## src/rtl/wpc_pkg.sv

```systemverilog
// wpc_pkg: shared types, constants and the arctangent table for the
// waypoint pursuit controller; no dependencies
package wpc_pkg;

	localparam int MAX_WAYPOINTS_DEF = 256;
	localparam int CORDIC_STEPS_DEF  = 16;
	localparam int CFG_W             = 31;
	localparam int XW                = 36;	// cordic x/y width
	localparam int ZW                = 34;	// cordic angle width, signed Q5.29
	localparam int EW                = 35;	// heading error width
	localparam int DW                = 37;	// distance width

	localparam logic signed [ZW-1:0] PI_Q29     = 34'sd1686629713;
	localparam logic signed [EW-1:0] PI_Q29_E   = 35'sd1686629713;
	localparam logic signed [EW-1:0] TWO_PI_Q29 = 35'sd3373259426;
	localparam logic [31:0]          INV_GAIN   = 32'h9B74_EDA8;

	localparam logic [15:0] GAIN_LIN_RST  = 16'd256;
	localparam logic [15:0] GAIN_ANG_RST  = 16'd128;
	localparam logic [30:0] SPEED_LIM_RST = 31'd131072;
	localparam logic [14:0] TURN_LIM_RST  = 15'd4096;
	localparam logic [30:0] ARRIVE_RST    = 31'd6554;

	localparam logic OP_WAYPOINT = 1'b0;
	localparam logic OP_POSE     = 1'b1;

	typedef enum logic [2:0] {
		CFG_GAIN_LINEAR  = 3'd0,
		CFG_GAIN_ANGULAR = 3'd1,
		CFG_SPEED_LIMIT  = 3'd2,
		CFG_TURN_LIMIT   = 3'd3,
		CFG_ARRIVE       = 3'd4
	} cfg_reg_t;

	typedef struct packed {
		logic               operation;
		logic signed [31:0] pos_x;
		logic signed [31:0] pos_y;
		logic signed [15:0] heading;
		logic               last_waypoint;
	} in_item_t;

	typedef struct packed {
		logic [30:0]        fwd_speed;
		logic signed [15:0] turn_rate;
		logic               waypoint_reached;
		logic               path_done;
	} out_item_t;

	typedef enum logic [3:0] {
		ST_IDLE,
		ST_DECODE,
		ST_DONE,
		ST_INIT,
		ST_ITER,
		ST_MUL1,
		ST_MUL2,
		ST_MUL3,
		ST_FIN
	} state_t;

	typedef struct packed {
		logic cap;
		logic wr;
		logic rd;
		logic init;
		logic iter;
		logic mul1;
		logic mul2;
		logic mul3;
		logic fin_out;
		logic done_out;
	} cmd_t;

	typedef struct packed {
		logic op_pose;
		logic loaded;
		logic finished;
		logic step_last;
		logic out_free;
	} sts_t;

	function automatic logic signed [ZW-1:0] atan_q29(input logic [4:0] i);
		logic signed [ZW-1:0] r;
		r = '0;
		case (i)
			5'd0: r = 34'sd421657428;
			5'd1: r = 34'sd248918915;
			5'd2: r = 34'sd131521918;
			5'd3: r = 34'sd66762579;
			5'd4: r = 34'sd33510843;
			5'd5: r = 34'sd16771758;
			5'd6: r = 34'sd8387925;
			5'd7: r = 34'sd4194219;
			5'd8: r = 34'sd2097141;
			5'd9: r = 34'sd1048575;
			5'd30, 5'd31: r = '0;
			default: r = 34'sd1 <<< (5'd29 - i);
		endcase
		return r;
	endfunction

endpackage

```

## src/rtl/wpc_ctrl.sv

```systemverilog
// wpc_ctrl: sequencing state machine for the waypoint pursuit controller
// depends on wpc_pkg
module wpc_ctrl (
	input  logic          clk,
	input  logic          arst_n,
	input  logic          in_valid,
	output logic          in_ready,
	input  wpc_pkg::sts_t sts,
	output wpc_pkg::cmd_t cmd
);

	wpc_pkg::state_t state_q, state_d;

	always_ff @(posedge clk or negedge arst_n) begin
		if (!arst_n) begin
			state_q <= wpc_pkg::ST_IDLE;
		end else begin
			state_q <= state_d;
		end
	end

	always_comb begin
		state_d = state_q;
		unique case (state_q)
			wpc_pkg::ST_IDLE: begin
				if (in_valid) state_d = wpc_pkg::ST_DECODE;
			end
			wpc_pkg::ST_DECODE: begin
				if (!sts.op_pose || !sts.loaded) state_d = wpc_pkg::ST_IDLE;
				else if (sts.finished) state_d = wpc_pkg::ST_DONE;
				else state_d = wpc_pkg::ST_INIT;
			end
			wpc_pkg::ST_DONE: begin
				if (sts.out_free) state_d = wpc_pkg::ST_IDLE;
			end
			wpc_pkg::ST_INIT: state_d = wpc_pkg::ST_ITER;
			wpc_pkg::ST_ITER: begin
				if (sts.step_last) state_d = wpc_pkg::ST_MUL1;
			end
			wpc_pkg::ST_MUL1: state_d = wpc_pkg::ST_MUL2;
			wpc_pkg::ST_MUL2: state_d = wpc_pkg::ST_MUL3;
			wpc_pkg::ST_MUL3: state_d = wpc_pkg::ST_FIN;
			wpc_pkg::ST_FIN: begin
				if (sts.out_free) state_d = wpc_pkg::ST_IDLE;
			end
			default: state_d = wpc_pkg::ST_IDLE;
		endcase
	end

	always_comb begin
		cmd      = '0;
		in_ready = 1'b0;
		unique case (state_q)
			wpc_pkg::ST_IDLE: begin
				in_ready = 1'b1;
				cmd.cap  = in_valid;
			end
			wpc_pkg::ST_DECODE: begin
				cmd.wr = !sts.op_pose;
				cmd.rd = sts.op_pose;
			end
			wpc_pkg::ST_DONE: cmd.done_out = sts.out_free;
			wpc_pkg::ST_INIT: cmd.init = 1'b1;
			wpc_pkg::ST_ITER: cmd.iter = 1'b1;
			wpc_pkg::ST_MUL1: cmd.mul1 = 1'b1;
			wpc_pkg::ST_MUL2: cmd.mul2 = 1'b1;
			wpc_pkg::ST_MUL3: cmd.mul3 = 1'b1;
			wpc_pkg::ST_FIN: cmd.fin_out = sts.out_free;
			default: ;
		endcase
	end

endmodule

```

## config.mk

```make
export PLATFORM = sky130hd
export DESIGN_NAME = wpc_ctrl
export DESIGN_NICKNAME = d
export VERILOG_FILES = /design/src/rtl/wpc_pkg.sv /design/src/rtl/wpc_ctrl.sv
export SDC_FILE = /design/constraint.sdc
export NUM_CORES = 1
export LEC_CHECK = 0
export ABC_AREA = 1
export ABC_CLOCK_PERIOD_IN_PS = 1450
export BUFFER_PORTS_ARGS = -buffer_cell sky130_fd_sc_hd__buf_2
export CAP_MARGIN = 30
export CELL_PAD_IN_SITES_DETAIL_PLACEMENT = 1
export CELL_PAD_IN_SITES_GLOBAL_PLACEMENT = 1
export CORE_MARGIN = 2
export CORE_UTILIZATION = 25
export CTS_CLUSTER_DIAMETER = 50
export DETAILED_ROUTE_END_ITERATION = 12
export MAX_ROUTING_LAYER = met4
export PLACE_DENSITY_LB_ADDON = 0.1
export SLEW_MARGIN = 20
export SYNTH_ARGS = -nofsm -noshare
export SYNTH_HDL_FRONTEND = slang
export SYNTH_SLANG_ARGS = --single-unit
```

## constraint.sdc

```tcl
create_clock -name clk -period 1.45 [get_ports clk]
set_clock_uncertainty 0.1 [all_clocks]
set_input_delay 0.435 -clock clk [delete_from_list [all_inputs] [get_ports clk]]
set_output_delay 0.435 -clock clk [all_outputs]
set_load 0.02 [all_outputs]
```

[Word level (Yosys, flattened, before mapping)]
Cells that the tools add are included.
Cells by class
  muxes and demuxes: 16
  eq/ne operators: 11
  reduce and logical (&&, ||, !) cells: 6
Operators by type and width (count)
  $pmux 4 s8: 1
  $eq 4x3->1 const B: 4
  $mux 4: 3
  $mux 1: 10
  $eq 4x2->1 const B: 2
  $eq 4x1->1 const B: 1
  $eq 4x4->1 const B: 1
  $logic_not 4->1: 1
  $mux 2: 2
  $ne 2x2->1 const B: 2
  $reduce_and 3->1: 1
  $logic_not 1->1: 2
  $ne 2x1->1 const B: 1
  $reduce_or 2->1: 1
  $logic_or 1x1->1: 1
Word-level totals
  output and inout port bits: 11
  flip-flop bits (word level): 4
  input port bits: 8
  word-level logic and storage cells: 34

[Logic depth before layout (Yosys ltp)]
Gate-level depths: netlist (run 1).
  depth after elaboration: 4
  gate-level depth with buffers: 8
  depth with buffers taken out: 8

[Worst setup path after synthesis (run 1)]
No wires, ideal clock.
  path kind: register to output
  start point: register state_q[3]
  end point: output cmd[3] (netlist bit)
  setup slack: -0.183 ns
  arrival: 1.098 ns
  cell stages (with the launch flop): 4
  required time: 0.915 ns
  buffers on the path: 0
  path through: dfrtp_1 -> nor2_2 -> inv_2 -> nor3_1
RTL lines
  start, declared: RTL line wpc_ctrl.sv:12  | wpc_pkg::state_t state_q, state_d;
  start signal, assigned: RTL line wpc_ctrl.sv:16  | state_q <= wpc_pkg::ST_IDLE;
  start signal, assigned: RTL line wpc_ctrl.sv:18  | state_q <= state_d;
  end, declared: RTL line wpc_ctrl.sv:9  | output wpc_pkg::cmd_t cmd

==> impl_metrics.py, run 1 <==
metrics = {
    "status": {
        "status": "finished, violations left",
        "failed_checks": "setup timing",
    },
    "worst_setup_path": {
        "critPathRequiredTime_ns": 0.92,
        "reg2reg_depth": 9,
        "critPathMaxFanout": 4,
        "cp-start-kind": "flop",
        "slowest_delay_ns": 0.43,
        "worstSetupPathType": "flop to output port",
        "path_buf_inv": 2,
        "cpMaxStageDelayCell": "dfrtp_2",
        "crit_family": "flip-flops",
        "endpoint_kind": "output port",
        "path_cells": "buf_12 -> nor2_4 -> nand2_1 -> nor2_2 -> buf_4",
        "cp.arrival_ns": 1.25,
        "crit_cells": 5,
    },
    "floorplan": {
        "die_y_um": 41.0,
        "core-area_um2": 1280,
        "die_width_um": 41.0,
        "dieArea_um2": 1680,
        "initial_core_util": 0.266,
        "placementRows": 13,
        "io_pins": 19,
    },
    "sta": {
        "setup_viol": 11,
        "rsz0062_at_grt": "true",
        "fin_ws_ns": -0.333,
        "tightest_slew_ns": 0.249,
        "max_freq_ghz": 0.561,
        "whs_ns": 0.410,
        "period_needed_ns": 1.78,
        "period_share": 1.23,
        "final-max-slew-violation-count": 0,
        "slew_headroom": 0.834,
        "hold_viol": 0,
    },
    "layout": {
        "final_cell_mix": "nand2_1, buf_4, buf_6",
        "antennaDiodeCount": 0,
        "fillerInstances": 167,
        "layout_commonest_cell": "nand2_1",
        "synthToLayoutAreaGrowth_pct": 115,
        "largest_reg_flops": 4,
        "top_register": "state_q",
        "ff_latch_area_um2": 104,
        "nNetsFinal": 104,
        "drive_above_1_share": 0.617,
        "fin_util": 0.571,
        "fin_cells": 109,
        "multi_input_area_um2": 256,
        "largestRegisters": "state_q x4",
    },
    "global_route": {
        "gr-total-overflow": 0,
        "grt_usage": 0.178,
        "gr-max-usage-layer": "met2",
        "grt_pass1_vias": 474,
        "met2_usage": 0.324,
        "antenna_found_initial": 0,
        "grt_use_met1": 0.174,
        "grt_start_max_net_pins": 6,
        "grt_pass1_wl_mm": 1.86,
        "use_met3": 0.0380,
    },
    "detailed_routing": {
        "drc_errors": 0,
        "vias": 466,
        "routed_wl_mm": 1.26,
        "drt_iter0_markers": 3,
        "ant_nets": 0,
        "drt-vias-per-instance": 4.28,
        "wl_per_cell_um": 11.5,
        "firstDrtPassIters": 4,
    },
    "synthesis": {
        "syn_area_per_cell_um2": 5.79,
        "ys_types": 13,
        "synth-seq-cells": 4,
        "yosysWarnings": 0,
        "seq_area_frac_synth": 0.293,
        "synth_fp_nets": 67,
        "synthesis.area_um2": 342,
        "synthCells": 59,
    },
    "clocking": {
        "cts.clk_slew.worst_paths_ns": 0.04,
        "cts_max_level": 1,
        "clockRootBuffer": "clkbuf_4",
        "numCtsBuffers": 3,
        "cts_tree": "built",
        "cts_buffer_depth": 2,
        "clk_latency_ns": 0.23,
        "clkSinkCount": 4,
    },
    "placement": {
        "numPortBuffers": 18,
        "gp_congestion": 0.704,
        "place_inst": 100,
        "pre_cts_slack_ns": -0.151,
        "dpl.hpwl_um": 829,
    },
    "power": {
        "ir_worst_vdd_mv": 0.913,
        "p_per_area_nw_per_um2": 2060,
        "power_mw": 1.51,
        "p_leak_nw": 0.380,
    },
    "hold_path": {
        "hold_depth": 5,
        "hold_class": "input port to flop",
    },
    "flow_run": {
        "maxCapViolCount": 0,
    },
}
==> per-stage QoR <==
stage	cell area (µm²)	setup TNS [ns]
2_1_floorplan	377	-0.0274
3_3_place_gp	546	-0.636
3_5_place_dp	546	-0.729
4_1_cts	682	-2.78
5_1_grt	733	-3.99
6_report	733	-3.16
==> Yosys cell counts, drive strengths merged <==
library cell	count	area, µm²
nor3	1	5.00
dfrtp	4	100
nand2	16	62.6
nor2	17	78.8
nand3	4	25.0
o21ai	2	10.0
inv	14	52.6
nand3b	1	7.51
==> worst min-delay path, cell delays in order <==
cell and delay (ns):
buf_2 0.09, nand2_1 0.05, nand2_1 0.05, inv_1 0.03
nand2_1 0.05
==> area by class of cell <==
class	instances	share of cell area
well taps	15	0.0256
clock buffers	3	0.0307
flip-flops and latches	4	0.142
inverters	14	0.0717
multi-input cells	41	0.350
repair buffers	32	0.381
==> timing repair <==
action	in CTS	in global routing
pin swaps	4	2
endpoints found under the hold margin	4	0
setup buffers	4	1
resized for setup	26	9
hold buffers	1	0
endpoints found under the setup margin	11	11
==> report_power, final <==
| group | switching (mW) | total [mW] | internal, mW | leakage, nW |
|---|---|---|---|---|
| Sequential | 0.0668 | 0.228 | 0.161 | 0.0476 |
| Combinational | 0.601 | 1.15 | 0.546 | 0.318 |
| Clock | 0.0411 | 0.133 | 0.0923 | 0.0138 |
==> cell families (layout without fill, tap and decap cells) <==
kind of cell           after synthesis  count (layout)  share of synthesized area
DFF                                  4               4                      0.293
and+or+nand+nor                     39              39                      0.524
AOI/OAI and AO/OA                    2               2                     0.0293
buffers and inverters               14              49                      0.154
==> per-layer routing <==
metal | up-vias | wire length, µm
li1 | 243 | -
met1 | 212 | 518
met2 | 11 | 703
met3 | 0 | 36
met4 | 0 | 0
met5 | - | 0
==> path summary, 6_finish.rpt <==
path / start / end / slack (ns)
worst max-delay path: state_q[0] / cmd[1] / -0.33
worst min-delay path: sts[3] / state_q[1] / 0.41
worst max register to register: state_q[0] / state_q[3] / 0.09
worst min register to register: state_q[3] / state_q[3] / 0.55
max in group asynchronous: arst_n / state_q[1] / 0.66
min in group asynchronous: arst_n / state_q[2] / 0.46
No activity file was read; power rests on OpenSTA's default activity.
==> run 2, diff against run 1 <==
--- a/config.mk
+++ b/config.mk
@@ -21,3 +21,4 @@
 export SYNTH_ARGS = -nofsm -noshare
 export SYNTH_HDL_FRONTEND = slang
 export SYNTH_SLANG_ARGS = --single-unit
+export TNS_END_PERCENT = 5
==> impl_metrics.py, run 2 (synthesized netlist as in run 1, its figures left out) <==
metrics = {
    "status": {
        "status": "finished, violations left",
        "failed_checks": "setup timing",
    },
    "clocking": {
        "cts_buffer_depth": 2,
        "clockRootBuffer": "clkbuf_4",
        "cts_tree": "built",
        "clkSinkCount": 4,
        "numCtsBuffers": 3,
        "cts_max_level": 1,
        "cts.clk_slew.worst_paths_ns": 0.04,
        "clk_latency_ns": 0.24,
    },
    "sta": {
        "slew_headroom": 0.860,
        "rsz0062_at_grt": "true",
        "fin_ws_ns": -0.328,
        "period_share": 1.23,
        "max_freq_ghz": 0.562,
        "final-max-slew-violation-count": 0,
        "tightest_slew_ns": 0.209,
        "setup_viol": 11,
        "period_needed_ns": 1.78,
        "hold_viol": 0,
        "whs_ns": 0.411,
    },
    "global_route": {
        "antenna_found_initial": 0,
        "gr-total-overflow": 0,
        "grt_pass1_vias": 408,
        "grt_usage": 0.155,
        "grt_pass1_wl_mm": 1.64,
        "grt_start_max_net_pins": 6,
    },
    "power": {
        "p_leak_nw": 0.351,
        "pwr-share-seq": 0.178,
        "p_clk_frac": 0.105,
        "swShare": 0.495,
        "ir_worst_vdd_mv": 0.885,
        "power_mw": 1.30,
        "power.internal_uw": 657,
        "p_per_area_nw_per_um2": 2050,
        "p_comb_frac": 0.716,
        "power_switching_uw": 645,
    },
    "layout": {
        "fin_util": 0.495,
        "fin_cells": 104,
        "ff_latch_area_um2": 101,
        "antennaDiodeCount": 0,
        "top_register": "state_q",
        "drive_above_1_share": 0.551,
        "nNetsFinal": 99,
        "multi_input_area_um2": 234,
        "fillerInstances": 175,
        "synthToLayoutAreaGrowth_pct": 86.1,
        "layout_commonest_cell": "buf_4",
        "final_cell_mix": "buf_4, nand2_1, inv_1",
        "largestRegisters": "state_q x4",
        "largest_reg_flops": 4,
    },
    "floorplan": {
        "initial_core_util": 0.266,
        "core-area_um2": 1280,
        "placementRows": 13,
        "die_width_um": 41.0,
        "io_pins": 19,
        "dieArea_um2": 1680,
        "die_y_um": 41.0,
    },
    "worst_setup_path": {
        "r2r-start": "state_q[1]",
        "worstSetupPathType": "flop to output port",
        "cpMaxStageDelayCell": "dfrtp_1",
        "slowest_delay_ns": 0.43,
        "path_cells": "nor2_4 -> nand3_4 -> nor2_2 -> buf_6",
        "endpoint_kind": "output port",
        "critPathLaunch": "state_q[3]",
        "cp.arrival_ns": 1.24,
        "critPathRequiredTime_ns": 0.92,
        "critPathMaxFanout": 5,
        "crit_family": "simple AND/OR/NAND/NOR gates",
        "path_buf_inv": 1,
        "cp-start-kind": "flop",
    },
    "detailed_routing": {
        "wl_per_cell_um": 11.4,
        "routed_wl_mm": 1.18,
        "drc_errors": 0,
        "drt_iter0_markers": 2,
        "firstDrtPassIters": 2,
        "drt-vias-per-instance": 4.39,
        "vias": 457,
        "ant_nets": 0,
    },
    "placement": {
        "pre_cts_slack_ns": -0.152,
        "gp_congestion": 0.781,
        "numPortBuffers": 18,
        "place_inst": 98,
        "dpl.hpwl_um": 835,
    },
    "flow_run": {
        "maxCapViolCount": 0,
    },
    "hold_path": {
        "hold_class": "input port to flop",
        "hp-start": "sts[3]",
    },
}
## run 2: layout make-up
| type | count | area share |
|---|---|---|
| inverters | 14 | 0.0827 |
| multi-input cells | 41 | 0.368 |
| clock buffers | 3 | 0.0354 |
| well taps | 15 | 0.0295 |
| flip-flops and latches | 4 | 0.159 |
| repair buffers | 27 | 0.325 |
## run 2: through the flow
step	instance area, µm²	TNS, ns
global placement	508	-0.567
detailed placement	508	-0.717
finish	636	-3.04
CTS	597	-3.20
global route	636	-3.83
floorplan	354	-0.191
## run 2: path summary, 6_finish.rpt
check / to / slack [ns] / cells after the start
min: state_q[1] / 0.41 / 5
max reg2reg: state_q[3] / 0.07 / 9
max: cmd[8] / -0.33 / 4
min reg2reg: state_q[3] / 0.51 / 2
max in group asynchronous: state_q[0] / 0.67 / 2
min in group asynchronous: state_q[3] / 0.44 / 2
## run 2: worst register-to-register path: stages, from the launching register on
cell and delay (ns):
dfrtp_1 0.43, inv_2 0.10, nor2_1 0.14, nand2_2 0.09, buf_4 0.14, nand2_1 0.06
nand2_1 0.06, nand2_2 0.09, nand2_1 0.06, nand2_1 0.06
## run 2: routing by layer
| layer | vias up | track usage | part of all wire |
|---|---|---|---|
| met5 | - | - | 0 |
| met4 | 0 | 0 | 0 |
| met3 | 0 | 0.0707 | 0.049 |
| met2 | 13 | 0.281 | 0.57 |
| met1 | 212 | 0.162 | 0.38 |
| li1 | 232 | - | - |
## run 2: what timing repair did
item                       in CTS  in global routing
hold buffers                    1                  0
hold endpoints to repair        4                  0
pin swaps                       2                  4
resized for setup              15                 13
setup buffers                   1                  1
gates cloned                    0                  0
setup endpoints to repair      11                 14
## run 2: power groups by stage
stage | Sequential [mW] | Clock, mW | Combinational, mW
floorplan | 0.205 | 0 | 0.447
global placement | 0.207 | 0 | 0.718
detailed placement | 0.210 | 0 | 0.729
CTS | 0.228 | 0.144 | 0.821
global route | 0.236 | 0.150 | 1.02
finish | 0.232 | 0.137 | 0.933
==> run 3, diff against run 2 <==
--- a/config.mk
+++ b/config.mk
@@ -7,7 +7,7 @@
 export LEC_CHECK = 0
 export ABC_AREA = 1
 export ABC_CLOCK_PERIOD_IN_PS = 1450
-export BUFFER_PORTS_ARGS = -buffer_cell sky130_fd_sc_hd__buf_2
+export BUFFER_PORTS_ARGS = -buffer_cell sky130_fd_sc_hd__buf_4
 export CAP_MARGIN = 30
 export CELL_PAD_IN_SITES_DETAIL_PLACEMENT = 1
 export CELL_PAD_IN_SITES_GLOBAL_PLACEMENT = 1
@@ -17,6 +17,7 @@
 export DETAILED_ROUTE_END_ITERATION = 12
 export MAX_ROUTING_LAYER = met4
 export PLACE_DENSITY_LB_ADDON = 0.1
+export SKIP_CTS_REPAIR_TIMING = 1
 export SLEW_MARGIN = 20
 export SYNTH_ARGS = -nofsm -noshare
 export SYNTH_HDL_FRONTEND = slang
==> impl_metrics.py, run 3 (synthesized netlist as in run 1, its figures left out) <==
metrics = {
    "global_route": {
        "grt_pass1_wl_mm": 1.47,
        "gr-total-overflow": 0,
        "grt_usage": 0.145,
        "grt_start_max_net_pins": 6,
        "grt_pass1_vias": 374,
        "antenna_found_initial": 0,
    },
    "floorplan": {
        "dieArea_um2": 1680,
        "initial_core_util": 0.266,
        "core-area_um2": 1280,
        "io_pins": 19,
        "placementRows": 13,
        "die_width_um": 41.0,
        "die_y_um": 41.0,
    },
    "power": {
        "p_per_area_nw_per_um2": 1940,
        "swShare": 0.488,
        "power.internal_uw": 626,
        "p_comb_frac": 0.705,
        "p_clk_frac": 0.108,
        "p_leak_nw": 0.350,
        "ir_worst_vdd_mv": 0.841,
        "power_switching_uw": 596,
        "pwr-share-seq": 0.186,
    },
    "sta": {
        "tns_ns": -2.77,
        "period_share": 1.19,
        "whs_ns": 0.408,
        "hold_viol": 0,
        "rsz0062_at_grt": "true",
        "period_needed_ns": 1.73,
        "tightest_slew_ns": 0.207,
        "fin_ws_ns": -0.280,
        "max_freq_ghz": 0.578,
        "final-max-slew-violation-count": 0,
        "slew_headroom": 0.862,
        "setup_viol": 11,
    },
    "detailed_routing": {
        "vias": 446,
        "drt_iter0_markers": 3,
        "drt-vias-per-instance": 4.33,
        "drc_errors": 0,
        "ant_nets": 0,
        "routed_wl_mm": 1.03,
        "wl_per_cell_um": 9.95,
        "firstDrtPassIters": 2,
    },
    "layout": {
        "antennaDiodeCount": 0,
        "fin_cells": 103,
        "nNetsFinal": 98,
        "top_register": "state_q",
        "final_cell_mix": "buf_4, nand2_1, inv_1",
        "largestRegisters": "state_q x4",
        "final_area_um2": 632,
        "drive_above_1_share": 0.511,
        "largest_reg_flops": 4,
        "layout_commonest_cell": "buf_4",
        "synthToLayoutAreaGrowth_pct": 85.0,
    },
    "hold_path": {
        "hold_class": "input port to flop",
        "hold_depth": 5,
    },
    "clocking": {
        "cts_buffer_depth": 2,
        "clockRootBuffer": "clkbuf_4",
        "clk_latency_ns": 0.23,
        "cts_max_level": 1,
        "cts_tree": "built",
        "cts.clk_slew.worst_paths_ns": 0.04,
        "clkSinkCount": 4,
        "numCtsBuffers": 3,
    },
    "worst_setup_path": {
        "crit_family": "flip-flops",
        "cp_common_cell": "nor2_4",
        "cp.arrival_ns": 1.20,
        "cpMaxStageDelayCell": "dfrtp_2",
        "cp-start-kind": "flop",
        "slowest_delay_ns": 0.43,
        "path_cells": "nor2_4 -> nand3_4 -> nor2_4 -> buf_6",
        "critPathRequiredTime_ns": 0.92,
        "path_buf_inv": 1,
        "reg2reg_depth": 8,
        "crit_cells": 4,
        "endpoint_kind": "output port",
        "critPathMaxFanout": 5,
        "worstSetupPathType": "flop to output port",
    },
    "flow_run": {
        "maxCapViolCount": 0,
    },
    "status": {
        "status": "finished, violations left",
        "failed_checks": "setup timing",
    },
    "placement": {
        "numPortBuffers": 18,
        "gp_congestion": 0.749,
        "place_inst": 99,
        "dpl.hpwl_um": 885,
        "place_area_um2": 561,
    },
}
-- run 3: changes by cell type in the layout (fill, tap and decap cells not counted), sizes merged --
cell,change
buf,-1
-- run 3: power groups by stage --
| stage | Sequential (mW) | Clock (mW) | Combinational (mW) |
|---|---|---|---|
| final | 0.228 | 0.132 | 0.863 |
| after global routing | 0.234 | 0.150 | 0.953 |
| after CTS | 0.207 | 0.140 | 0.811 |
| after detailed placement | 0.208 | 0 | 0.808 |
| after global placement | 0.205 | 0 | 0.793 |
| after floorplan | 0.205 | 0 | 0.447 |
-- run 3: path summary, 6_finish.rpt --
kind	end	startpoint	slack (ns)
min in group asynchronous	state_q[2]	arst_n	0.44
worst min-delay path	state_q[1]	sts[3]	0.41
worst max-delay path	cmd[7]	state_q[3]	-0.28
worst min register to register	state_q[3]	state_q[3]	0.46
worst max register to register	state_q[3]	state_q[3]	0.14
max in group asynchronous	state_q[0]	arst_n	0.70
-- run 3: final cells by class --
class | count | area (µm²)
clock buffer | 3 | 22.5
multi-input combinational | 41 | 226
inverter | 14 | 52.6
fill | 181 | 653
tap | 15 | 18.8
timing repair buffer | 26 | 209
sequential | 4 | 103
-- run 3: per-stage QoR --
stage          total power [mW]  worst slack, ns   util
2_1_floorplan             0.652          -0.0738      -
3_3_place_gp              0.997           -0.102  0.436
3_5_place_dp               1.02           -0.137  0.436
4_1_cts                    1.16           -0.397  0.454
5_1_grt                    1.34           -0.368  0.492
6_report                   1.22           -0.280  0.492
-- run 3: tightest hold or removal path: stages --
cell and delay [ns]:
buf_4 0.09, nand2_1 0.05, nand2_1 0.05, inv_1 0.03
nand2_1 0.05
-- run 3: layer usage --
| layer | share of wire | GRT usage |
|---|---|---|
| met5 | 0 | - |
| met4 | 0 | 0 |
| met2 | 0.51 | 0.254 |
| met3 | 0.058 | 0.0815 |
| met1 | 0.43 | 0.148 |
